`src/rtl/sfck_pkg.sv`:
```
package sfck_pkg;

  // Coordinate width of one quantised axis on the ports.
  localparam int unsigned COORD_W    = 21;
  // Default number of coordinate bits taken into the key.
  localparam int unsigned COORD_BITS = 21;
  localparam int unsigned KEY_W      = 63;

  localparam int unsigned APB_DATA_W = 32;
  localparam int unsigned APB_ADDR_W = 3;

  // Register indexes, taken from paddr[2].
  localparam logic REG_NUM_DIMS  = 1'b0;
  localparam logic REG_CURVE_SEL = 1'b1;

  localparam logic [1:0] DIMS_RESET  = 2'd3;
  localparam logic       CURVE_RESET = 1'b1;

  localparam logic CURVE_MORTON  = 1'b0;
  localparam logic CURVE_HILBERT = 1'b1;

  // Control word that travels beside the coordinates down the chain.
  typedef struct packed {
    logic       vld;
    logic [1:0] dims;   // clamped dimension count, 1..3
    logic       hil;    // Hilbert when set, Morton otherwise
  } ctl_t;

endpackage

```
`src/rtl/sfck_if.sv`:
```
interface sfck_in_if;
  logic                            valid;
  logic                            ready;
  logic [sfck_pkg::COORD_W-1:0]    coord_x;
  logic [sfck_pkg::COORD_W-1:0]    coord_y;
  logic [sfck_pkg::COORD_W-1:0]    coord_z;

  modport source(output valid, output coord_x, output coord_y, output coord_z,
                 input ready);
  modport sink(input valid, input coord_x, input coord_y, input coord_z,
               output ready);
endinterface

interface sfck_out_if;
  logic                          valid;
  logic                          ready;
  logic [sfck_pkg::KEY_W-1:0]    curve_key;

  modport source(output valid, output curve_key, input ready);
  modport sink(input valid, input curve_key, output ready);
endinterface

```
`src/rtl/sfck_cell.sv`:
```
// One bit level of the Hilbert transform: invert or exchange the low bits.
module sfck_cell #(
  parameter int unsigned COORD_BITS = sfck_pkg::COORD_BITS,
  parameter int unsigned LEVEL      = COORD_BITS - 1
) (
  input  logic                  clk,
  input  logic                  rst_n,
  input  logic                  adv,
  input  sfck_pkg::ctl_t        ctl_i,
  input  logic [COORD_BITS-1:0] x0_i,
  input  logic [COORD_BITS-1:0] x1_i,
  input  logic [COORD_BITS-1:0] x2_i,
  output sfck_pkg::ctl_t        ctl_o,
  output logic [COORD_BITS-1:0] x0_o,
  output logic [COORD_BITS-1:0] x1_o,
  output logic [COORD_BITS-1:0] x2_o
);

  localparam logic [COORD_BITS-1:0] LOW = COORD_BITS'((64'd1 << LEVEL) - 64'd1);

  sfck_pkg::ctl_t        ctl_r;
  logic [COORD_BITS-1:0] x0_r, x1_r, x2_r;
  logic [COORD_BITS-1:0] x0_nxt, x1_nxt, x2_nxt;
  logic [COORD_BITS-1:0] d1, d2;

  always_comb begin
    x0_nxt = x0_i;
    x1_nxt = x1_i;
    x2_nxt = x2_i;
    d1     = '0;
    d2     = '0;
    if (ctl_i.hil) begin
      if (x0_nxt[LEVEL]) begin
        x0_nxt = x0_nxt ^ LOW;
      end
      if (ctl_i.dims >= 2'd2) begin
        if (x1_nxt[LEVEL]) begin
          x0_nxt = x0_nxt ^ LOW;
        end else begin
          d1     = (x0_nxt ^ x1_nxt) & LOW;
          x0_nxt = x0_nxt ^ d1;
          x1_nxt = x1_nxt ^ d1;
        end
      end
      if (ctl_i.dims == 2'd3) begin
        if (x2_nxt[LEVEL]) begin
          x0_nxt = x0_nxt ^ LOW;
        end else begin
          d2     = (x0_nxt ^ x2_nxt) & LOW;
          x0_nxt = x0_nxt ^ d2;
          x2_nxt = x2_nxt ^ d2;
        end
      end
    end
  end

  always_ff @(posedge clk) begin
    if (!rst_n) begin
      ctl_r <= '0;
    end else if (adv) begin
      ctl_r <= ctl_i;
    end
  end

  always_ff @(posedge clk) begin
    if (adv) begin
      x0_r <= x0_nxt;
      x1_r <= x1_nxt;
      x2_r <= x2_nxt;
    end
  end

  assign ctl_o = ctl_r;
  assign x0_o  = x0_r;
  assign x1_o  = x1_r;
  assign x2_o  = x2_r;

endmodule

```
`src/rtl/sfck_gray.sv`:
```
// Gray encoding across the coordinates, and selection of the last active one.
module sfck_gray #(
  parameter int unsigned COORD_BITS = sfck_pkg::COORD_BITS
) (
  input  logic                  clk,
  input  logic                  rst_n,
  input  logic                  adv,
  input  sfck_pkg::ctl_t        ctl_i,
  input  logic [COORD_BITS-1:0] x0_i,
  input  logic [COORD_BITS-1:0] x1_i,
  input  logic [COORD_BITS-1:0] x2_i,
  output sfck_pkg::ctl_t        ctl_o,
  output logic [COORD_BITS-1:0] x0_o,
  output logic [COORD_BITS-1:0] x1_o,
  output logic [COORD_BITS-1:0] x2_o,
  output logic [COORD_BITS-1:0] last_o
);

  sfck_pkg::ctl_t        ctl_r;
  logic [COORD_BITS-1:0] x0_r, x1_r, x2_r, last_r;
  logic [COORD_BITS-1:0] x1_nxt, x2_nxt, last_nxt;

  always_comb begin
    x1_nxt = x1_i;
    x2_nxt = x2_i;
    if (ctl_i.hil && ctl_i.dims >= 2'd2) begin
      x1_nxt = x1_i ^ x0_i;
    end
    if (ctl_i.hil && ctl_i.dims == 2'd3) begin
      x2_nxt = x2_i ^ x1_nxt;
    end
    case (ctl_i.dims)
      2'd2:    last_nxt = x1_nxt;
      2'd3:    last_nxt = x2_nxt;
      default: last_nxt = x0_i;
    endcase
  end

  always_ff @(posedge clk) begin
    if (!rst_n) begin
      ctl_r <= '0;
    end else if (adv) begin
      ctl_r <= ctl_i;
    end
  end

  always_ff @(posedge clk) begin
    if (adv) begin
      x0_r   <= x0_i;
      x1_r   <= x1_nxt;
      x2_r   <= x2_nxt;
      last_r <= last_nxt;
    end
  end

  assign ctl_o  = ctl_r;
  assign x0_o   = x0_r;
  assign x1_o   = x1_r;
  assign x2_o   = x2_r;
  assign last_o = last_r;

endmodule

```
`src/rtl/sfck_key.sv`:
```
// Final flip and bit interleave into the output register.
module sfck_key #(
  parameter int unsigned COORD_BITS = sfck_pkg::COORD_BITS
) (
  input  logic                       clk,
  input  logic                       rst_n,
  input  logic                       adv,
  input  sfck_pkg::ctl_t             ctl_i,
  input  logic [COORD_BITS-1:0]      x0_i,
  input  logic [COORD_BITS-1:0]      x1_i,
  input  logic [COORD_BITS-1:0]      x2_i,
  input  logic [COORD_BITS-1:0]      last_i,
  output logic                       vld_o,
  output logic [sfck_pkg::KEY_W-1:0] key_o
);

  logic                       vld_r;
  logic [sfck_pkg::KEY_W-1:0] key_r, key_nxt;
  logic [COORD_BITS-1:0]      flip;
  logic [COORD_BITS-1:0]      y0, y1, y2;

  always_comb begin
    // Each flip bit is the parity of the last coordinate's bits above it.
    for (int j = 0; j < COORD_BITS; j++) begin
      flip[j] = ^(last_i >> (j + 1));
    end
    y0 = x0_i ^ flip;
    y1 = x1_i ^ flip;
    y2 = x2_i ^ flip;
    key_nxt = '0;
    for (int b = 0; b < COORD_BITS; b++) begin
      if (!ctl_i.hil) begin
        key_nxt[3*b]     = x0_i[b];
        key_nxt[3*b + 1] = x1_i[b];
        key_nxt[3*b + 2] = x2_i[b];
      end else begin
        case (ctl_i.dims)
          2'd2: begin
            key_nxt[2*b + 1] = y0[b];
            key_nxt[2*b]     = y1[b];
          end
          2'd3: begin
            key_nxt[3*b + 2] = y0[b];
            key_nxt[3*b + 1] = y1[b];
            key_nxt[3*b]     = y2[b];
          end
          default: begin
            key_nxt[b] = y0[b];
          end
        endcase
      end
    end
  end

  always_ff @(posedge clk) begin
    if (!rst_n) begin
      vld_r <= 1'b0;
    end else if (adv) begin
      vld_r <= ctl_i.vld;
    end
  end

  always_ff @(posedge clk) begin
    if (adv) begin
      key_r <= key_nxt;
    end
  end

  assign vld_o = vld_r;
  assign key_o = key_r;

endmodule

```
`src/rtl/space_filling_curve_key_core.sv`:
```
// Channel  | Direction | Transfer payload
// ---------+-----------+---------------------------------------------
// in_ch    | sink      | coord_x, coord_y, coord_z (21 bits each)
// out_ch   | source    | curve_key (63 bits)
// cfg_*    | APB slave | num_dims at 0x0, curve_select at 0x4
//
// One point is taken every cycle while the output is not stalled. Its key passes
// through the chain of COORD_BITS - 1 bit-level cells, one Gray stage and the
// output register, COORD_BITS + 1 registers in all, and is offered from there.
// The whole chain advances together: a stalled output holds every stage.
// Reset is synchronous and empties the chain; registers return to 3 and Hilbert.
module space_filling_curve_key_core #(
  parameter int unsigned COORD_BITS = sfck_pkg::COORD_BITS
) (
  input  logic                            clk,
  input  logic                            rst_n,
  sfck_in_if.sink                         in_ch,
  sfck_out_if.source                      out_ch,
  input  logic                            cfg_psel,
  input  logic                            cfg_penable,
  input  logic                            cfg_pwrite,
  input  logic [sfck_pkg::APB_ADDR_W-1:0] cfg_paddr,
  input  logic [sfck_pkg::APB_DATA_W-1:0] cfg_pwdata,
  output logic [sfck_pkg::APB_DATA_W-1:0] cfg_prdata,
  output logic                            cfg_pready
);

  localparam int unsigned NCELL = COORD_BITS - 1;

  logic [1:0] num_dims_r;
  logic       curve_sel_r;
  logic       cfg_wr;
  logic       adv;
  logic       key_vld;

  sfck_pkg::ctl_t        ctl_w [0:NCELL];
  logic [COORD_BITS-1:0] x0_w  [0:NCELL];
  logic [COORD_BITS-1:0] x1_w  [0:NCELL];
  logic [COORD_BITS-1:0] x2_w  [0:NCELL];

  sfck_pkg::ctl_t        ctl_g;
  logic [COORD_BITS-1:0] x0_g, x1_g, x2_g, last_g;

  // Configuration registers.
  assign cfg_pready = 1'b1;
  assign cfg_wr     = cfg_psel && cfg_penable && cfg_pwrite && cfg_pready;

  always_ff @(posedge clk) begin
    if (!rst_n) begin
      num_dims_r  <= sfck_pkg::DIMS_RESET;
      curve_sel_r <= sfck_pkg::CURVE_RESET;
    end else if (cfg_wr) begin
      unique case (cfg_paddr[2])
        sfck_pkg::REG_NUM_DIMS:  num_dims_r  <= cfg_pwdata[1:0];
        sfck_pkg::REG_CURVE_SEL: curve_sel_r <= cfg_pwdata[0];
        default:                 num_dims_r  <= num_dims_r;
      endcase
    end
  end

  always_comb begin
    unique case (cfg_paddr[2])
      sfck_pkg::REG_NUM_DIMS:  cfg_prdata = {{(sfck_pkg::APB_DATA_W-2){1'b0}}, num_dims_r};
      sfck_pkg::REG_CURVE_SEL: cfg_prdata = {{(sfck_pkg::APB_DATA_W-1){1'b0}}, curve_sel_r};
      default:                 cfg_prdata = '0;
    endcase
  end

  // Every stage moves when the output register is free or being emptied.
  assign adv         = !key_vld || out_ch.ready;
  assign in_ch.ready = adv;

  always_comb begin
    ctl_w[0].vld  = in_ch.valid;
    ctl_w[0].dims = (num_dims_r == 2'd0) ? 2'd1 : num_dims_r;
    ctl_w[0].hil  = (curve_sel_r == sfck_pkg::CURVE_HILBERT);
    x0_w[0]       = in_ch.coord_x[COORD_BITS-1:0];
    x1_w[0]       = in_ch.coord_y[COORD_BITS-1:0];
    x2_w[0]       = in_ch.coord_z[COORD_BITS-1:0];
  end

  for (genvar s = 0; s < NCELL; s++) begin : g_cell
    sfck_cell #(
      .COORD_BITS(COORD_BITS),
      .LEVEL     (COORD_BITS - 1 - s)
    ) u_cell (
      .clk  (clk),
      .rst_n(rst_n),
      .adv  (adv),
      .ctl_i(ctl_w[s]),
      .x0_i (x0_w[s]),
      .x1_i (x1_w[s]),
      .x2_i (x2_w[s]),
      .ctl_o(ctl_w[s+1]),
      .x0_o (x0_w[s+1]),
      .x1_o (x1_w[s+1]),
      .x2_o (x2_w[s+1])
    );
  end

  sfck_gray #(
    .COORD_BITS(COORD_BITS)
  ) u_gray (
    .clk   (clk),
    .rst_n (rst_n),
    .adv   (adv),
    .ctl_i (ctl_w[NCELL]),
    .x0_i  (x0_w[NCELL]),
    .x1_i  (x1_w[NCELL]),
    .x2_i  (x2_w[NCELL]),
    .ctl_o (ctl_g),
    .x0_o  (x0_g),
    .x1_o  (x1_g),
    .x2_o  (x2_g),
    .last_o(last_g)
  );

  sfck_key #(
    .COORD_BITS(COORD_BITS)
  ) u_key (
    .clk   (clk),
    .rst_n (rst_n),
    .adv   (adv),
    .ctl_i (ctl_g),
    .x0_i  (x0_g),
    .x1_i  (x1_g),
    .x2_i  (x2_g),
    .last_i(last_g),
    .vld_o (key_vld),
    .key_o (out_ch.curve_key)
  );

  assign out_ch.valid = key_vld;

endmodule

```
`src/flat_wrapper.sv`:
```
// flat-port wrapper written by rule: the top's interface ports become plain ports
module space_filling_curve_key_core_flat 
#(
  parameter int unsigned COORD_BITS = sfck_pkg::COORD_BITS
)
  (clk, rst_n, cfg_psel, cfg_penable, cfg_pwrite, cfg_paddr, cfg_pwdata, cfg_prdata, cfg_pready, in_ch_valid, in_ch_coord_x, in_ch_coord_y, in_ch_coord_z, in_ch_ready, out_ch_valid, out_ch_curve_key, out_ch_ready);
  sfck_in_if in_ch_i ();
  sfck_out_if out_ch_i ();
  input  logic clk;
  input  logic rst_n;
  input  logic cfg_psel;
  input  logic cfg_penable;
  input  logic cfg_pwrite;
  input  logic [sfck_pkg::APB_ADDR_W-1:0] cfg_paddr;
  input  logic [sfck_pkg::APB_DATA_W-1:0] cfg_pwdata;
  output logic [sfck_pkg::APB_DATA_W-1:0] cfg_prdata;
  output logic cfg_pready;
  input wire logic [$bits(in_ch_i.valid)-1:0] in_ch_valid;
  input wire logic [$bits(in_ch_i.coord_x)-1:0] in_ch_coord_x;
  input wire logic [$bits(in_ch_i.coord_y)-1:0] in_ch_coord_y;
  input wire logic [$bits(in_ch_i.coord_z)-1:0] in_ch_coord_z;
  output wire logic [$bits(in_ch_i.ready)-1:0] in_ch_ready;
  output wire logic [$bits(out_ch_i.valid)-1:0] out_ch_valid;
  output wire logic [$bits(out_ch_i.curve_key)-1:0] out_ch_curve_key;
  input wire logic [$bits(out_ch_i.ready)-1:0] out_ch_ready;
  assign in_ch_i.valid = in_ch_valid;
  assign in_ch_i.coord_x = in_ch_coord_x;
  assign in_ch_i.coord_y = in_ch_coord_y;
  assign in_ch_i.coord_z = in_ch_coord_z;
  assign in_ch_ready = in_ch_i.ready;
  assign out_ch_valid = out_ch_i.valid;
  assign out_ch_curve_key = out_ch_i.curve_key;
  assign out_ch_i.ready = out_ch_ready;
  space_filling_curve_key_core #(.COORD_BITS(COORD_BITS)) u_core (.clk(clk), .rst_n(rst_n), .in_ch(in_ch_i), .out_ch(out_ch_i), .cfg_psel(cfg_psel), .cfg_penable(cfg_penable), .cfg_pwrite(cfg_pwrite), .cfg_paddr(cfg_paddr), .cfg_pwdata(cfg_pwdata), .cfg_prdata(cfg_prdata), .cfg_pready(cfg_pready));
endmodule
```
`config.mk`:
```
export PLATFORM = sky130hd
export DESIGN_NAME = space_filling_curve_key_core_flat
export DESIGN_NICKNAME = d
export VERILOG_FILES = /design/src/rtl/sfck_pkg.sv /design/src/rtl/sfck_if.sv /design/src/rtl/sfck_cell.sv /design/src/rtl/sfck_gray.sv /design/src/rtl/sfck_key.sv /design/src/rtl/space_filling_curve_key_core.sv /design/src/flat_wrapper.sv
export SDC_FILE = /design/constraint.sdc
export NUM_CORES = 2
export LEC_CHECK = 0
export BUFFER_PORTS_ARGS = -buffer_cell sky130_fd_sc_hd__buf_2
export CAP_MARGIN = 0
export CORE_ASPECT_RATIO = 1.5
export CORE_MARGIN = 5
export CORE_UTILIZATION = 25
export DETAILED_ROUTE_END_ITERATION = 8
export SYNTH_ARGS = -nofsm -noshare
export SYNTH_HDL_FRONTEND = slang
export SYNTH_SLANG_ARGS = --single-unit
```
`constraint.sdc`:
```
create_clock -name clk -period 68.6 [get_ports clk]
set_input_delay 6.86 -clock clk [delete_from_list [all_inputs] [get_ports clk]]
set_output_delay 6.86 -clock clk [all_outputs]
set_load 0.1 [all_outputs]
```
; ---- Yosys cells after proc, flatten, opt, wreduce, memory -nomap -nowiden
; Cells that the tools add are included.
[totals]
input_bits = 105
regBits = 1495
output_inout_bits = 98
word_cells = 797
[op_classes]
n_eq_ne = 24
order_cmp = 21
n_mux = 405
n_bitwise = 186
reduce_logical = 30
[op_table]
columns = cell, count
row1 = two-way mux 21 bit, 263
row2 = parity 21 bit, 20
row3 = bitwise XOR 21 x 20 -> 21 bit, 7
row4 = two-way mux 3 bit, 37
row5 = two-way mux 2 bit, 42
row6 = bitwise XOR 21 x 1 -> 21 bit, 4
row7 = bitwise XOR 21 x 10 -> 21 bit, 4
row8 = bitwise XOR 21 x 11 -> 21 bit, 4
row9 = bitwise XOR 21 x 12 -> 21 bit, 4
row10 = bitwise XOR 21 x 13 -> 21 bit, 4
row11 = bitwise XOR 21 x 14 -> 21 bit, 4
row12 = bitwise XOR 21 x 15 -> 21 bit, 4
row13 = bitwise XOR 21 x 16 -> 21 bit, 4
row14 = bitwise XOR 21 x 17 -> 21 bit, 4
row15 = bitwise XOR 21 x 18 -> 21 bit, 4
row16 = bitwise XOR 21 x 19 -> 21 bit, 4
row17 = bitwise XOR 21 x 2 -> 21 bit, 4
row18 = bitwise XOR 21 x 3 -> 21 bit, 4
row19 = bitwise XOR 21 x 4 -> 21 bit, 4
row20 = bitwise XOR 21 x 5 -> 21 bit, 4
row21 = bitwise XOR 21 x 6 -> 21 bit, 4
row22 = bitwise XOR 21 x 7 -> 21 bit, 4
row23 = bitwise XOR 21 x 8 -> 21 bit, 4
row24 = bitwise XOR 21 x 9 -> 21 bit, 4
row25 = other kinds (70), 221

; ---- Depth between registers and ports, before layout
[depth]
word_depth = 13
ltp_mapped = 10
ltp_nobuf = 7

; ---- Hierarchy
; A second synthesis with hierarchy kept.
[unflattened]
cells_unflattened = 5327
area_unflattened_um2 = 70488.9
[by_module_without_submodules]
columns = module, seq_area_each_um2, n_inst, area_per_inst_um2, cells_each
row1 = sfck_gray, 2602.5, 1, 5185.0, 484
row2 = sfck_key, 1911.8, 1, 4533.1, 428
row3 = sfck_cell (u_core.g_cell[0].u_cell), 1971.9, 1, 3853.7, 325
row4 = sfck_cell (u_core.g_cell[3].u_cell), 1971.9, 1, 3741.1, 337
row5 = sfck_cell (u_core.g_cell[1].u_cell), 1971.9, 1, 3732.3, 316
row6 = sfck_cell (u_core.g_cell[2].u_cell), 1971.9, 1, 3656.0, 333
row7 = sfck_cell (u_core.g_cell[5].u_cell), 1971.9, 1, 3537.1, 308
row8 = sfck_cell (u_core.g_cell[4].u_cell), 1971.9, 1, 3474.6, 280
row9 = sfck_cell (u_core.g_cell[6].u_cell), 1971.9, 1, 3339.5, 252
row10 = sfck_cell (u_core.g_cell[8].u_cell), 1971.9, 1, 3188.1, 230
row11 = sfck_cell (u_core.g_cell[7].u_cell), 1971.9, 1, 3174.3, 220
row12 = sfck_cell (u_core.g_cell[9].u_cell), 1971.9, 1, 2981.6, 230
row13 = sfck_cell (u_core.g_cell[10].u_cell), 1971.9, 1, 2960.3, 235
row14 = sfck_cell (u_core.g_cell[11].u_cell), 1971.9, 1, 2846.5, 175
row15 = 9 more rows, -, -, -, -

; ---- Worst setup path before layout
; Ideal clock, no wire load.
[synth_path]
path_type = in2out
start = input out_ch_ready
end = output in_ch_ready
required_ns = 61.740
stages = 3
n_path_buf = 1
arrival_time_ns = 45.884
setup_slack_ns = 15.856
cell_sequence = nor2b_1 > inv_2 > clkbuf_1
[synth_via]
elab_chain_cells = 1
[synth_lines]
columns = element, line_no
row1 = "start, declared", flat_wrapper.sv:25  ; input wire logic [$bits(out_ch_i.ready)-1:0] out_ch_ready;
row2 = logical OR 1 bit, space_filling_curve_key_core.sv:70  ; assign adv = !key_vld || out_ch.ready;
row3 = "end, declared", flat_wrapper.sv:22  ; output wire logic [$bits(in_ch_i.ready)-1:0] in_ch_ready;
; Every way passes these cells.

; ---- Worst setup path after layout
; Ends and elaborated chain as after synthesis.

==> impl_metrics.yaml <==
status:
  status: "finished, final reports clean"
floorplanning:
  coreArea_um2: 269000
  io_pins: 203
  start_util_pct: 25.1
  die_w_um: 434
  die_height_um: 647
  dieArea_um2: 281000
  num_rows: 233
cts:
  numCtsBuffers: 155
  cts_hold_repair.buffers: 0
  cts_root_buf: "clkbuf_16"
  cts_max_level: 4
  clock-sinks: 1494
  clock_path_buffers: 3
  cts_setup_buffers: 0
  clk_latency_ps: 780
  cts_tree: "done"
  ctsResizeCount: 0
  clk_pin_slew_ps: 60
timing:
  timing.final.max_slew_violations: 0
  period_share_pct: 22.2
  setup_tns_ps: 0
  maxSlewHeadroom_pct: 16.1
  hold_violations: 0
  fin_skew_ps: 28.6
  fin_ws_ps: 53370
  finalSetupViolCount: 0
  rsz0062_at_grt: "no"
  worst_slew_pin_slew_ps: 1250
  timing.fmax_ghz: 0.0657
  min_period_ps: 15230
flow_run:
  max_cap_violations: 0
yosys:
  synth_top_area_share_pct: 62.5
  yosysTopAreaCell: "edfxtp_1"
  seq_area_frac_synth_pct: 65.1
  synth_warnings: 0
  yosysMostFrequentCell: "edfxtp_1"
  syn_area_per_cell_um2: 13.0
  synthCells: 5196
  synth-seq-cells: 1494
  ys.flop_type: "edfxtp_1"
  ys_types: 63
  ys_top_cells_by_count: "edfxtp_1, o21ai_0, nand2_1"
  synth_area_um2: 67600
  async_reset_ff_share_pct: 0
  synth-edff-count: 1406
  ys_top_cells_by_area: "edfxtp_1, mux2_2, o21ai_0"
grt:
  grt_max_degree: 185
  grt_usage_pct: 8.78
  grt_pass1_vias: 39800
  antenna_found_initial: 1
  grt_pass1_wl_um: 204000
  grt_remaining_overflow: 0
route:
  viasPerCell: 4.31
  wl_um: 126000
  wl_per_cell_um: 14.2
  final_antenna_net_count: 0
  drt_iter0_drc: 2112
  vias: 38200
  first_pass_iters: 8
  drcViolationCount: 0
finish:
  nets: 5311
  drive_above_1_share_pct: 14.9
  fill_cells: 27100
  area_growth_pct: 13.5
  finalNonFillerCells: 8860
critical_path:
  end_kind: "output port"
  reg2reg_from: "u_core.u_key.vld_o"
  path_class: "input pin to output port"
  start_kind: "input pin"
  critPathRequiredTime_ps: 61740
  worst-path-max-fanout: 82
  startpoint: "out_ch_ready"
  crit_arrival_ps: 8370
placement:
  place_inst: 8574
  preCtsSetupSlack_ps: 53360
  place_congestion: 0.877
  dp_hpwl_um: 88000
  io_buffers: 139
worst_hold_path:
  hp-start: "u_core.g_cell[9].u_cell.x0_o[14]"
  hp-class: "flip-flop to flip-flop"
pwr:
  peakVddDrop_mv: 0.0330
  powerDensity_nw_per_um2: 37.7
  cellLeakagePower_uw: 0.0275
-- final cells by class --
cell class              instances  area, µm²  area share, %
well taps                    3525       4410           5.75
diodes                          2       5.00        0.00653
flip-flops and latches       1494      44000           57.4
inverters                     222        841           1.10
clock inverters                81        816           1.06
clock buffers                 203       4120           5.37
repair buffers                194       1150           1.49
multi-input cells            3139      21400           27.9
-- metal layers --
metal / wire (µm) / global-route usage [%] / vias up
met4: 5850 / 4.77 / 0
met1: 46700 / 8.74 / 18100
met5: 0 / 0 / -
li1: - / - / 18900
met3: 4770 / 1.62 / 396
met2: 68700 / 17.0 / 913
-- worst max-delay path, cell delays in order --
cell	delay, ps
buf_2	100
nor2b_4	30
buf_4	250
inv_8	420
buf_2	550
-- registers in the layout (all words and copies together) (netlist names) --
signal and cells:
u_core.u_gray.last_o 20, u_core.u_gray.x0_o 21, u_core.g_cell.u_cell.ctl_o 80, u_core.u_key.vld_o 1, u_core.g_cell.u_cell.x2_o 420, u_core.u_gray.x2_o 21, u_core.u_gray.x1_o 21, u_core.num_dims_r 2
u_core.g_cell.u_cell.x0_o 420, u_core.u_gray.ctl_o 4, u_core.curve_sel_r 1, u_core.g_cell.u_cell.x1_o 420, u_core.u_key.key_o 63
-- worst paths after layout --
kind	end	slack (ps)	cells after the start
worst max-delay path	in_ch_ready	53370	5
worst min-delay path	u_core.g_cell[10].u_cell.x0_o[14]	400	0
worst max register to register	u_core.g_cell[19].u_cell.x1_o[6]	63970	6
worst min register to register	u_core.g_cell[10].u_cell.x0_o[14]	400	0
-- through the flow --
step	utilization, %	cell area [µm²]	power (µW)	hold slack [ps]
finish	28.5	76700	2890	402
global route	28.5	76700	3040	401
CTS	28.5	76700	2920	394
detailed placement	26.7	71700	2100	405
global placement	26.7	71700	2080	400
floorplan	-	67700	1920	400
-- layout by cell type (no fill, tap or decap), types with 27 or more instances in the layout --
cell type,Yosys,final
o21ai_0,793,793
clkbuf_1,309,42
nor2_1,77,77
edfxtp_1,1406,1406
conb_1,2,31
dfxtp_1,88,87
a21oi_1,60,60
xnor2_1,309,309
clkbuf_16,0,155
inv_1,221,221
clkinv_1,0,33
nand3b_1,27,27
nand2_1,656,656
buf_4,32,52
a21boi_0,84,84
mux2i_1,305,305
nor3b_1,190,190
buf_2,2,139
mux2_2,376,376
-- power breakdown --
part | internal (µW) | total (µW) | switching, µW
logic | 335 | 754 | 419
registers | 1210 | 1330 | 116
clock network | 462 | 806 | 344
-- cells by family (layout without fill, tap and decap cells) --
kind of cell	Yosys count	in the layout	share of synthesized area, %
xor+xnor	350	350	4.85
buf+inv	592	700	3.48
flops	1494	1494	65.1
compound gates	1044	1044	8.55
mux	681	681	10.8
simple gates	1033	1033	7.24
other cells	2	33	0.0111
Power figures use the tool's default switching activity.
